===== config.mk =====
export PLATFORM = sky130hd
export DESIGN_NAME = sorted_priority_queue_top
export DESIGN_NICKNAME = d
export VERILOG_FILES = /design/src/hw/rtl/spq_pkg.sv /design/src/hw/rtl/sorted_priority_queue_top.sv /design/src/hw/rtl/spq_cell.sv /design/src/hw/rtl/spq_ctrl.sv
export SDC_FILE = /design/constraint.sdc
export NUM_CORES = 2
export LEC_CHECK = 0
export BUFFER_PORTS_ARGS = -buffer_cell sky130_fd_sc_hd__buf_4
export CAP_MARGIN = 5
export CORE_UTILIZATION = 40
export DETAILED_ROUTE_END_ITERATION = 16
export PLACE_DENSITY = 0.56
export SKIP_LAST_GASP = 1
export SLEW_MARGIN = 10
export SYNTH_ARGS = -nofsm -noshare
export SYNTH_HDL_FRONTEND = slang
export SYNTH_SLANG_ARGS = --single-unit

===== constraint.sdc =====
create_clock -name i_clk -period 8.9 [get_ports i_clk]
set_input_delay 1.78 -clock i_clk [delete_from_list [all_inputs] [get_ports i_clk]]
set_output_delay 1.78 -clock i_clk [all_outputs]
set_load 0.02 [all_outputs]

===== src/hw/rtl/spq_pkg.sv =====
// spq_pkg: shared types, codes and defaults of the sorted priority queue
// no dependencies; used by spq_cell, spq_ctrl and sorted_priority_queue_top
`timescale 1ns / 1ps

package spq_pkg;

    localparam int CAPACITY_DEF = 16;
    localparam int VAL_W        = 32;

    typedef enum logic [2:0] {
        KIND_INSERT  = 3'd0,
        KIND_DEQUEUE = 3'd1,
        KIND_FIND    = 3'd2,
        KIND_READ    = 3'd3,
        KIND_CLEAR   = 3'd4
    } t_kind;

    typedef enum logic [2:0] {
        ST_OK       = 3'd0,
        ST_NOTFOUND = 3'd1,
        ST_EMPTY    = 3'd2,
        ST_FULL     = 3'd3,
        ST_RANGE    = 3'd4
    } t_status;

    typedef struct packed {
        logic [2:0]              kind;
        logic signed [VAL_W-1:0] value;
        logic [3:0]              position;
    } t_in;

    typedef struct packed {
        logic signed [VAL_W-1:0] result_value;
        logic [3:0]              found_position;
        logic [4:0]              entry_count;
        logic [2:0]              status;
    } t_out;

    typedef enum logic [1:0] {
        CELL_HOLD   = 2'd0,
        CELL_INSERT = 2'd1,
        CELL_SHIFT  = 2'd2
    } t_cell_op;

    typedef struct packed {
        t_cell_op                op;
        logic signed [VAL_W-1:0] value;
    } t_cell_ctl;

    typedef enum logic [1:0] {
        ST_IDLE = 2'd0,
        ST_SCAN = 2'd1,
        ST_POST = 2'd2
    } t_state;

endpackage


===== src/hw/rtl/sorted_priority_queue_top.sv =====
// sorted_priority_queue_top: sorted chain of cells with its controller
// depends on spq_pkg, spq_cell, spq_ctrl
`timescale 1ns / 1ps

// channel | valid      | ready       | payload
// --------+------------+-------------+-------------------------
// request | i_in_valid | o_in_ready  | i_in_data  (t_in)
// result  | o_out_valid| i_out_ready | o_out_data (t_out)
//
// insert, dequeue, clear and unused codes finish in the accept cycle; the
//   result sits in the output register on the next cycle
// find and read turn the cell ring one full lap in ST_SCAN, then ST_POST
//   loads the result once the output register is free
// reset is synchronous and clears count and control; cell contents are not reset
// a request is taken only when the output register is free or being drained

module sorted_priority_queue_top
    import spq_pkg::*;
#(
    parameter int CAPACITY = CAPACITY_DEF
) (
    input  logic i_clk,
    input  logic i_rst_n,
    input  logic i_in_valid,
    output logic o_in_ready,
    input  t_in  i_in_data,
    output logic o_out_valid,
    input  logic i_out_ready,
    output t_out o_out_data
);

    localparam int CNT_W = $clog2(CAPACITY + 1);
    localparam int CW    = $clog2(CAPACITY);

    // ring of cell values and insert-point flags
    logic signed [VAL_W-1:0] w_val   [CAPACITY];
    logic                    w_after [CAPACITY];
    t_cell_ctl               w_ctl;
    logic [CNT_W-1:0]        w_count;

    // controller owns count, sequencing and the result register
    spq_ctrl #(
        .CAPACITY (CAPACITY),
        .CNT_W    (CNT_W),
        .CW       (CW)
    ) u_ctrl (
        .i_clk       (i_clk),
        .i_rst_n     (i_rst_n),
        .i_in_valid  (i_in_valid),
        .o_in_ready  (o_in_ready),
        .i_in        (i_in_data),
        .i_head      (w_val[0]),
        .o_cell_ctl  (w_ctl),
        .o_count     (w_count),
        .o_out_valid (o_out_valid),
        .i_out_ready (i_out_ready),
        .o_out       (o_out_data)
    );

    // cell i shifts right on insert, takes cell i+1 on shift; the last cell
    // takes cell 0 so a full lap restores the order
    for (genvar g = 0; g < CAPACITY; g++) begin : g_cell
        logic signed [VAL_W-1:0] w_left_val;
        logic                    w_left_after;

        if (g == 0) begin : g_head
            assign w_left_val   = '0;
            assign w_left_after = 1'b0;
        end else begin : g_body
            assign w_left_val   = w_val[g-1];
            assign w_left_after = w_after[g-1];
        end

        spq_cell #(
            .IDX   (g),
            .CNT_W (CNT_W)
        ) u_cell (
            .i_clk        (i_clk),
            .i_ctl        (w_ctl),
            .i_count      (w_count),
            .i_left_val   (w_left_val),
            .i_left_after (w_left_after),
            .i_right_val  (w_val[(g + 1) % CAPACITY]),
            .o_val        (w_val[g]),
            .o_after      (w_after[g])
        );
    end

endmodule


===== src/hw/rtl/spq_cell.sv =====
// spq_cell: one slot of the sorted chain, compare against the broadcast value
// depends on spq_pkg
`timescale 1ns / 1ps

module spq_cell
    import spq_pkg::*;
#(
    parameter int IDX   = 0,
    parameter int CNT_W = 5
) (
    input  logic                    i_clk,
    input  t_cell_ctl               i_ctl,
    input  logic [CNT_W-1:0]        i_count,
    input  logic signed [VAL_W-1:0] i_left_val,
    input  logic                    i_left_after,
    input  logic signed [VAL_W-1:0] i_right_val,
    output logic signed [VAL_W-1:0] o_val,
    output logic                    o_after
);

    logic signed [VAL_W-1:0] r_val;
    logic signed [VAL_W-1:0] n_val;
    logic                    live;

    // slot holds a real entry
    assign live    = 32'(IDX) < 32'(i_count);
    // slot sits at or after the insert point
    assign o_after = !live || (r_val >= i_ctl.value);
    assign o_val   = r_val;

    always_comb begin
        n_val = r_val;
        case (i_ctl.op)
            CELL_INSERT: begin
                if (i_left_after) begin
                    n_val = i_left_val;
                end else if (o_after) begin
                    n_val = i_ctl.value;
                end
            end
            CELL_SHIFT: n_val = i_right_val;
            default:    n_val = r_val;
        endcase
    end

    always_ff @(posedge i_clk) begin
        r_val <= n_val;
    end

endmodule


===== src/hw/rtl/spq_ctrl.sv =====
// spq_ctrl: request sequencing, entry count, ring scan and result register
// depends on spq_pkg
`timescale 1ns / 1ps

module spq_ctrl
    import spq_pkg::*;
#(
    parameter int CAPACITY = CAPACITY_DEF,
    parameter int CNT_W    = $clog2(CAPACITY + 1),
    parameter int CW       = $clog2(CAPACITY)
) (
    input  logic                    i_clk,
    input  logic                    i_rst_n,
    input  logic                    i_in_valid,
    output logic                    o_in_ready,
    input  t_in                     i_in,
    input  logic signed [VAL_W-1:0] i_head,
    output t_cell_ctl               o_cell_ctl,
    output logic [CNT_W-1:0]        o_count,
    output logic                    o_out_valid,
    input  logic                    i_out_ready,
    output t_out                    o_out
);

    t_state                  r_state, n_state;
    logic [CW-1:0]           r_step;
    t_in                     r_req;
    logic                    r_hit;
    logic [CW-1:0]           r_hit_pos;
    logic signed [VAL_W-1:0] r_res;
    logic [CNT_W-1:0]        r_count, n_count;
    logic                    r_out_valid;
    t_out                    r_out;

    logic   out_free;
    logic   accept;
    logic   is_scan;
    logic   full;
    logic   empty;
    logic   last_step;
    logic   load_out;
    t_out   res_now;
    t_out   res_scan;

    assign out_free  = !r_out_valid || i_out_ready;
    assign accept    = i_in_valid && o_in_ready;
    assign is_scan   = (i_in.kind == KIND_FIND) || (i_in.kind == KIND_READ);
    assign full      = 32'(r_count) >= 32'(CAPACITY);
    assign empty     = r_count == '0;
    assign last_step = r_step == CW'(CAPACITY - 1);

    // next state
    always_comb begin
        n_state = r_state;
        case (r_state)
            ST_IDLE: if (accept && is_scan) n_state = ST_SCAN;
            ST_SCAN: if (last_step) n_state = ST_POST;
            ST_POST: if (out_free) n_state = ST_IDLE;
            default: n_state = ST_IDLE;
        endcase
    end

    // outputs of the state machine
    always_comb begin
        o_in_ready       = 1'b0;
        load_out         = 1'b0;
        o_cell_ctl.op    = CELL_HOLD;
        o_cell_ctl.value = i_in.value;
        case (r_state)
            ST_IDLE: begin
                o_in_ready = out_free;
                if (accept && !is_scan) begin
                    load_out = 1'b1;
                end
                if (accept && i_in.kind == KIND_INSERT && !full) begin
                    o_cell_ctl.op = CELL_INSERT;
                end else if (accept && i_in.kind == KIND_DEQUEUE && !empty) begin
                    o_cell_ctl.op = CELL_SHIFT;
                end
            end
            ST_SCAN: o_cell_ctl.op = CELL_SHIFT;
            ST_POST: load_out = out_free;
            default: o_in_ready = 1'b0;
        endcase
    end

    // count update and result of the requests that need no ring scan
    always_comb begin
        n_count = r_count;
        res_now = '0;
        if (accept) begin
            case (i_in.kind)
                KIND_INSERT: begin
                    if (full) begin
                        res_now.status = ST_FULL;
                    end else begin
                        n_count = r_count + CNT_W'(1);
                    end
                end
                KIND_DEQUEUE: begin
                    if (empty) begin
                        res_now.status = ST_EMPTY;
                    end else begin
                        res_now.result_value = i_head;
                        n_count = r_count - CNT_W'(1);
                    end
                end
                KIND_CLEAR: n_count = '0;
                default:    n_count = r_count;
            endcase
        end
        res_now.entry_count = 5'(n_count);
    end

    // result of a find or read once the ring has turned
    always_comb begin
        res_scan = '0;
        res_scan.entry_count = 5'(r_count);
        if (r_req.kind == KIND_FIND) begin
            if (!r_hit) begin
                res_scan.status = ST_NOTFOUND;
            end else if (32'(r_hit_pos) > 32'd15) begin
                res_scan.status = ST_RANGE;
            end else begin
                res_scan.found_position = 4'(r_hit_pos);
            end
        end else begin
            if (32'(r_req.position) >= 32'(r_count)) begin
                res_scan.status = ST_RANGE;
            end else begin
                res_scan.result_value = r_res;
            end
        end
    end

    always_ff @(posedge i_clk) begin
        if (!i_rst_n) begin
            r_state     <= ST_IDLE;
            r_step      <= '0;
            r_hit       <= 1'b0;
            r_count     <= '0;
            r_out_valid <= 1'b0;
        end else begin
            r_state <= n_state;
            r_count <= n_count;
            if (load_out) begin
                r_out_valid <= 1'b1;
            end else if (i_out_ready) begin
                r_out_valid <= 1'b0;
            end
            if (r_state == ST_SCAN) begin
                // wrap at the end of the lap for any ring length
                r_step <= last_step ? '0 : r_step + CW'(1);
                if (32'(r_step) < 32'(r_count) && !r_hit && i_head == r_req.value) begin
                    r_hit <= 1'b1;
                end
            end else if (accept) begin
                r_step <= '0;
                r_hit  <= 1'b0;
            end
        end
    end

    // payload registers
    always_ff @(posedge i_clk) begin
        if (accept) begin
            r_req <= i_in;
        end
        if (r_state == ST_SCAN) begin
            if (32'(r_step) < 32'(r_count) && !r_hit && i_head == r_req.value) begin
                r_hit_pos <= r_step;
            end
            if (32'(r_step) == 32'(r_req.position)) begin
                r_res <= i_head;
            end
        end
        if (load_out) begin
            r_out <= (r_state == ST_POST) ? res_scan : res_now;
        end
    end

    assign o_count     = r_count;
    assign o_out_valid = r_out_valid;
    assign o_out       = r_out;

`ifndef SYNTH
    a_count_range: assert property (@(posedge i_clk) disable iff (!i_rst_n)
        32'(r_count) <= 32'(CAPACITY))
        else $error("entry count beyond capacity");

    a_busy_no_accept: assert property (@(posedge i_clk) disable iff (!i_rst_n)
        (r_state != ST_IDLE) |-> !o_in_ready)
        else $error("request taken during a scan");

    a_step_idle: assert property (@(posedge i_clk) disable iff (!i_rst_n)
        (r_state == ST_POST) |-> (r_step == '0))
        else $error("scan did not complete a full turn");

    a_insert_count: assert property (@(posedge i_clk) disable iff (!i_rst_n)
        (accept && i_in.kind == KIND_INSERT && !full)
            |=> (r_count == $past(r_count) + CNT_W'(1)))
        else $error("insert did not grow the count");
`endif

endmodule

==> metrics list <==
- Result of the run: completed
- STA classifies the critical path endpoint as a register.
- In this run, post-CTS repair resized a total of 0 instances.
- The critical path in this run is classified as in -> reg.
- Number of buffers inserted to repair setup after CTS: 0
* WP depth: 11
* Lkg Pwr: 17.6 nW
- The startpoint identified for the worst register-to-register timing path is g_cell[10].u_cell.o_val[25].
- HPWL Detailed: 122 mm
- Routability-driven placement finished with a final weighted congestion of 0.966.
- Counting every sink on the clock net gives 644.
- Port buffering added 88 buffers.
* Sequential fraction of the synthesis area: 45.6%
- Number of endpoints with negative hold slack in the final report: 0
- 89 I/O pins were placed.
- Min-Delay Startpoint: u_ctrl.r_hit_pos[3]
* Synthesized-area fraction occupied by xor and xnor cells: 0.748%
- Total Power: 0.00833 W
* Post-synthesis simple-gate area fraction: 12.7%
- In the routed design, unresolved DRC markers number 0.
- Top flip-flop cell by instance count after synthesis: edfxtp_1
* Hold bufs inserted after CTS: 0
* Compound-cell area share of the yosys netlist: 20.7%
- Portion of the clock cycle consumed by the worst path in the final layout: 70.8%
- Final hold analysis gives a worst-case slack of 0.526 ns.
* Synth Net Count: 4475
* Area share of the largest cell type after synthesis: 45.0%
* Worst EP arrival: 6.57 ns
- The count of nets left with antenna violations once routing finished came out at 0.
- Cell with the largest stage delay on the worst path: a31oi_4
* Fraction of final layout cells sized beyond drive strength 1: 10.1%
- Based on the critical path, the design can be clocked at up to 159 MHz.
- After Yosys synthesis, full adders, half adders and majority gates account for 15.6% of the synthesized area.
- Count of final max-slew check failures: 0
- Worst-path maximum fanout: 32
- Cell repeated most along the worst path: buf_4
* Buf/Inv on CP: 3
- Power spread over the standard cell area amounts to 177 nW/um2.
- Worst Clk Skew: 0.0355 ns
* Final Cell Area: 47100 um2
- By area, the combinational part of the netlist is dominated by compound AO/OA/AOI/OAI gates.
- The via count of the first global-routing pass was 33200.
* Cells along the critical path: buf_4 -> inv_1 -> buf_4 -> ha_1 -> nand4_1 -> nor4_2 -> nand2_1 -> nor3b_1 -> or4_1 -> nor2_1 -> a31oi_4
- Measured along the x axis, the die boundary spans 327 um.
- Avg Cell Area, Syn: 10.8 um2
- In this run the tightest slew margin relative to its limit is 10.5%.
* Setup crit end: g_cell[11].u_cell.o_val[4]
- The area growth from synthesis to layout is 11.9%.
- R2R setup slack: 4.08 ns
* Max-cap check violation count: 0
- STA classifies the critical path startpoint as an input pin.
* # rows: 118
- CTS clk-pin slew, worst paths: 0.06 ns
* Most used standard cell by instance count after synthesis: edfxtp_1
- For the pin with the worst max-slew slack, the measured transition is 1.33 ns.
- Insertion delay of the later-clocked pin in the worst-skew pair: 0.68 ns
- The number of different library cells used by synthesis comes to 64.
* Post-layout nets: 4488
- Worst vdd rail ir drop: 0.000145 V
- Starting Density: 40.5%
* Number of buffers inserted during clock tree synthesis: 78
- Number of standard cells after synthesis: 3907
- Setup repair after global routing left no endpoint under its margin.
- Fraction of registers with async set/reset: 0%
- Summed over all layers, the global routing overflow is 0.
- Of the post-synthesis cell area, the part taken by muxes is 0.0475%.
- By area the synthesized netlist is led by edfxtp_1 45%, ha_1 16%, a221o_1 7.4%, nor3_1 3.7%, nand2_1 3.2%.
- In this run the cell area measured after placement is 44600 um2.
- Cell type with the highest aggregate area in the netlist: edfxtp_1
* Depth of the CTS H-tree: 3
* Clock tree buffer depth: 3
- Core area: 104000 um2
* Library cell used as clock root buffer: clkbuf_16
- Per-cell routed wire length: 31.2 um
- Detailed routing inserted a total of 35400 vias.
- Most instantiated cells after synthesis: 631 x edfxtp_1, 525 x ha_1, 360 x nand2_1
* Worst R2R End: g_cell[11].u_cell.o_val[4]
- In this design, the stage delay of the slowest critical-path cell is 1.08 ns.
* Number of DRC markers after the initial detailed-route iteration: 4453
* Number of setup violations in the final report: 0
- Global-route total usage across every layer: 30.7%
* Wire length of the first global-routing pass: 239 mm
* Count of filler cells inserted in the layout: 9775
- Critical path's top delay family: simple AND/OR/NAND/NOR gates
- Total Neg Setup Slack: 0 ns
- Crit path time final: 6.30 ns
- TritonCTS built the clock tree.
- Yosys printed 0 warnings.
- Depth of the worst register-to-register path: 8
* Post-Synthesis Cell Area: 42100 um2
* Number of iterations in the first detailed-routing pass: 6
- Routed Wire Length: 167 mm
* Die area: 107000 um2
- Die height: 327 um
- The most critical setup path has its startpoint at i_in_data[35].
* Required time of the worst setup path: 9.18 ns
* Worst hold-check path type: reg -> reg
- The initial antenna violation count came to 2.
* Via density per instance: 6.60
* Flip-flop and latch count after synthesis: 644
* Pin count of the biggest net entering global routing: 205
- In this run, synthesis inferred 631 flip-flops with an integrated enable.
## layer usage
layer | wire length [um] | global-route usage [%] | vias to the layer above
li1 | - | - | 15700
met5 | 26 | 0 | -
met3 | 14500 | 4.75 | 404
met2 | 75000 | 47.7 | 1968
met4 | 9020 | 14.8 | 4
met1 | 68700 | 41.6 | 17400
## stage by stage
step / utilization [%] / instances / worst slack [ns]
final: 45.4 / 5365 / 2.60
after global routing: 45.3 / 5363 / 2.47
after CTS: 45.3 / 5363 / 2.80
after detailed placement: 43.0 / 5220 / 2.14
after global placement: 42.9 / 5219 / 2.08
after floorplan: - / 3907 / 2.32
## placed cells by master (no fill, tap or decap), types with 65 or more instances in the layout
cell type  count
nor2_1        87
clkbuf_16     83
ha_1         524
a32oi_1       65
o21ai_0      124
edfxtp_1     631
a21oi_1      233
nand2_1      360
nand4_1      123
a221o_1      312
inv_1        225
buf_4        199
o221ai_1      97
nor3_1       308
## sequential cells by signal, summed over array words and instances (netlist names)
name and cells:
u_ctrl.r_req 39, g_cell.u_cell.o_val 512, u_ctrl.r_state 2, u_ctrl.r_step 4, u_ctrl.r_hit_pos 4, u_ctrl.o_count 5
u_ctrl.o_out 44, u_ctrl.o_out_valid 1, u_ctrl.r_res 32, u_ctrl.r_hit 1
## final cells by class
class                           count  area, um2  share of cell area [%]
Timing Repair Buffer              204       1580                    3.36
Tap cell                         1380       1730                    3.66
Sequential cell                   644      19200                    40.7
Multi-Input combinational cell   2766      21300                    45.1
Clock inverter                     36        305                   0.648
Clock buffer                      107       2190                    4.64
Inverter                          226        848                    1.80
Antenna cell                        2       5.00                  0.0106
## where the power goes
group          total [W]  switching, W  internal [W]
sequential       0.00379      0.000218       0.00357
clock            0.00322       0.00136       0.00186
combinational    0.00131      0.000852      0.000462
## how the worst min path moves through the flow
stage / to / slack (ns) / cells after the start
after floorplan: u_ctrl.r_step[3] / 0.49 / 1
after global placement: u_ctrl.o_out[9] / 0.51 / 1
after detailed placement: u_ctrl.o_out[11] / 0.51 / 1
after CTS: u_ctrl.o_out[11] / 0.53 / 1
after global routing: u_ctrl.o_out[23] / 0.54 / 1
final: u_ctrl.o_out[11] / 0.53 / 1
## logic make-up (layout without fill, tap and decap cells)
| family | Yosys count | after routing |
|---|---|---|
| fa+ha+maj | 525 | 525 |
| mux | 2 | 2 |
| buf+inv | 497 | 573 |
| other cells | 0 | 2 |
| xor+xnor | 36 | 36 |
| simple gates | 1083 | 1083 |
| flops | 644 | 644 |
| compound gates | 1120 | 1120 |
No activity file was read; power rests on OpenSTA's default activity.
